<file path="src/rtl/pip_edge_prod.sv">
`timescale 1ns / 1ps
`default_nettype none

module pip_edge_prod #(
	parameter int COORD_BITS = 24
) (
	input  wire logic signed [COORD_BITS-1:0]     xi,
	input  wire logic signed [COORD_BITS-1:0]     yi,
	input  wire logic signed [COORD_BITS-1:0]     xj,
	input  wire logic signed [COORD_BITS-1:0]     yj,
	input  wire logic signed [COORD_BITS-1:0]     qx,
	input  wire logic signed [COORD_BITS-1:0]     qy,
	output logic                                  straddle,
	output logic signed [2*(COORD_BITS+1)-1:0]    lhs,
	output logic signed [2*(COORD_BITS+1)-1:0]    rhs
);

	localparam int D = COORD_BITS + 1;
	localparam int P = 2 * D;

	logic signed [D-1:0] dx;
	logic signed [D-1:0] dy;
	logic signed [D-1:0] dxp;
	logic signed [D-1:0] dyp;
	logic signed [D-1:0] ex;
	logic signed [D-1:0] ey;

	always_comb begin
		straddle = (yi > qy) != (yj > qy);
		dx = D'(xj) - D'(xi);
		dy = D'(yj) - D'(yi);
		// take the sign of dy out so the inequality keeps its direction
		if (dy < 0) begin
			dxp = -dx;
			dyp = -dy;
		end else begin
			dxp = dx;
			dyp = dy;
		end
		ex = D'(qx) - D'(xi);
		ey = D'(qy) - D'(yi);
		lhs = P'(ex) * P'(dyp);
		rhs = P'(dxp) * P'(ey);
	end

endmodule

`default_nettype wire

</file>
<file path="config.mk">
export PLATFORM = sky130hd
export DESIGN_NAME = pip_edge_prod
export DESIGN_NICKNAME = d
export VERILOG_FILES = /design/src/rtl/pip_edge_prod.sv
export SDC_FILE = /design/constraint.sdc
export NUM_CORES = 2
export LEC_CHECK = 0
export BUFFER_PORTS_ARGS = -buffer_cell sky130_fd_sc_hd__buf_2
export CAP_MARGIN = 20
export CORE_MARGIN = 2
export CORE_UTILIZATION = 39
export DETAILED_ROUTE_END_ITERATION = 10
export GPL_ROUTABILITY_DRIVEN = 0
export GPL_TIMING_DRIVEN = 0
export SYNTH_ARGS = -nofsm -noshare
export SYNTH_HDL_FRONTEND = slang
export SYNTH_SLANG_ARGS = --single-unit
</file>
<file path="constraint.sdc">
create_clock -name vclk -period 23.8
set_input_delay 0 -clock vclk [all_inputs]
set_output_delay 0 -clock vclk [all_outputs]
set_load 0.03 [all_outputs]
</file>
==> results.md <==
* Status: completed
* Hold endpoint: straddle
* Yosys top cell area share at 0.513
* Setup ws final at roughly 11 ns
* Ys Warns at 0
* Post-CTS resize count at 0
* Setup TNS at 0 ns
* Min Tclk post-route at approximately 12 ns
* Num sequential at 0
* Core Rows at around 130
* Total track usage at 0.260
* I/O pins at 245
* WL met2 at roughly 75 mm
* Synth top area cells: fa_1 51%, inv_1 10%, ha_1 9.8%
* Worst EP required at approximately 24 ns
* Met3 wire length at about 19 mm
* Hold path start: yj[4]
* # Post-CTS Setup Buffers at 0
* First-pass GRT wire length at ~270 mm
* Measured slew at the worst slew-check pin at roughly 1.3 ns
* DIE WIDTH at 368 um
* Final nets at 8013
* WHS Path Cells at 7
* CP Max Fanout at 10
* Layout clock buffer count at 0
* Fmax at between 80 and 90 MHz
* Slowest-stage cell, CP: xor2_1
* Synthesized area per cell at 8.80 sq um
* Slew Viols, Final at 0
* Routed wire length at ~170 mm
* Die height at about 370 um
* Via density at roughly 5.3
* Most instantiated cells after synthesis: 1370 x inv_1, 1320 x fa_1, 812 x nand2_1
* Largest net degree at the start of global routing at 14
* Iter 0 DRT Violations at between 3000 and 4000
* Crit path DAT at 12.45 ns
* Crit end category: output pin
* Slew headroom at 0.156
* Pre-CTS setup slack at around 12 ns
* Most numerous cell on the critical path: fa_1
* Sequential share of the synthesized area at 0
* DRT Pass-1 Iters at 6
* Area leader, netlist: fa_1
* Top-count cell post-synth: inv_1
* Slowest stage delay, CP at ~0.91 ns
* Unrepaired setup endpoints after global routing: false
* DPL Wire Length at roughly 150 mm
* Hold_buf cts at 0
* Vias at ~42000
* Cells after Synth at slightly below 6000
* CORE AREA at 131000 sq um
* Sequential cell area at 0 sq um
* P&R area growth vs syn at 7.53%
* Full die area at 135000 sq um
* Gr ovfl total at 0
* Crit path kind: primary input to output pin
* Highest routed layer: met5
* Post-DP Area at between 50000 and 60000 sq um
* Mapped cell area at around 52000 sq um
* WL per Instance at around 22 um
* Buffers added on ports at 245
* Vias in the first global route at between 40000 and 50000
* Post-route cell area at 55400 sq um
* Initial Utilization at 0.393
* Final ANT Viol Nets at 0
* Syn_nets at 7727
* Initial antenna violation count at 24
* Tcrit/Tclk final at 0.523
* Hold WC Path Type: primary input to output pin
* Wl on met1 at a little under 70 mm
* Number of remaining DRC errors at 0
* Hold Fails Final Rpt at 0
* Setup Viol. Count Final at 0
* Max-cap violations at 0
* Post-Layout Cell Count at between 7000 and 8000
* Fraction of layout cells with a size suffix above 1 at 0.0716
* Placed Cells at ~7900
* Count of unique library cells instantiated by Yosys at 87
* Worst Setup Start Kind: primary input
## per-layer routing
layer	track usage	up-vias
met4	0.107	18
met2	0.399	2100
met1	0.352	21096
met5	0	-
li1	-	17996
met3	0.0633	423
## how the worst max path moves through the flow
stage | endpoint | cells past startpoint | from | slack (ns)
2_1_floorplan | rhs[49] | 38 | xj[0] | 14.02
3_3_place_gp | lhs[42] | 37 | yi[9] | 11.10
3_5_place_dp | rhs[49] | 39 | xj[0] | 11.70
4_1_cts | rhs[49] | 38 | xj[0] | 11.58
5_1_grt | rhs[49] | 38 | xj[0] | 10.93
6_report | rhs[49] | 39 | xj[0] | 11.35
## critical path: cells and delay by family
family / cells / cell delay [ns]
buffers and inverters: 7 / 1.37
adders and majority gates: 10 / 4.27
xor gates and xnor gates: 2 / 1.05
and+or+nand+nor: 6 / 1.72
AOI/OAI and AO/OA: 14 / 4.01
## kinds of logic (layout without fill, tap and decap cells)
group / after synthesis / count (layout) / share of synthesized area
other: 0 / 7 / 0
adders and majority gates: 1725 / 1725 / 0.611
xor gates and xnor gates: 272 / 272 / 0.0478
muxes: 6 / 6 / 0.00117
buffers and inverters: 1580 / 1864 / 0.118
AOI/OAI and AO/OA: 560 / 560 / 0.0726
and+or+nand+nor: 1715 / 1715 / 0.149
## through the flow
step                       util  hold WS [ns]
after detailed placement  0.422         0.871
after global routing      0.422         0.949
after global placement    0.419         0.881
final                     0.422         0.880
after CTS                 0.422         0.876
after floorplan               -         0.453
## placed cells by master, fill, tap and decap left out, types with 11 or more instances in the layout
| cell type | Yosys | routed |
|---|---|---|
| inv_1 | 1370 | 1370 |
| fa_1 | 1320 | 1320 |
| nand2_1 | 812 | 812 |
| nor2_1 | 405 | 405 |
| ha_1 | 405 | 405 |
| buf_2 | 57 | 303 |
| a21oi_1 | 170 | 169 |
| xnor2_1 | 175 | 165 |
| clkbuf_1 | 137 | 137 |
| nor2b_1 | 118 | 118 |
| and2_1 | 109 | 109 |
| a21o_1 | 104 | 104 |
| xor2_1 | 88 | 86 |
| o21ai_0 | 82 | 82 |
| nand2b_1 | 77 | 77 |
| nor3_1 | 43 | 43 |
| buf_4 | 9 | 37 |
| nand3_1 | 31 | 31 |
| o21a_1 | 26 | 26 |
| nand4_1 | 24 | 24 |
| and3_1 | 22 | 22 |
| a31oi_1 | 22 | 22 |
| o21bai_1 | 20 | 20 |
| o211ai_1 | 19 | 19 |
| xnor2_2 | 5 | 15 |
| a211oi_1 | 14 | 14 |
| o31a_1 | 13 | 13 |
| nor2_2 | 13 | 13 |
| buf_6 | 5 | 11 |
## layout make-up
| cell class | instances | area (sq um) |
|---|---|---|
| multi-input cells | 4278 | 45500 |
| repair buffers | 284 | 1570 |
| well taps | 1755 | 2200 |
| inverters | 1371 | 5150 |
| diodes | 7 | 17.5 |
| fillers | 13266 | 75900 |
| plain buffers | 209 | 943 |
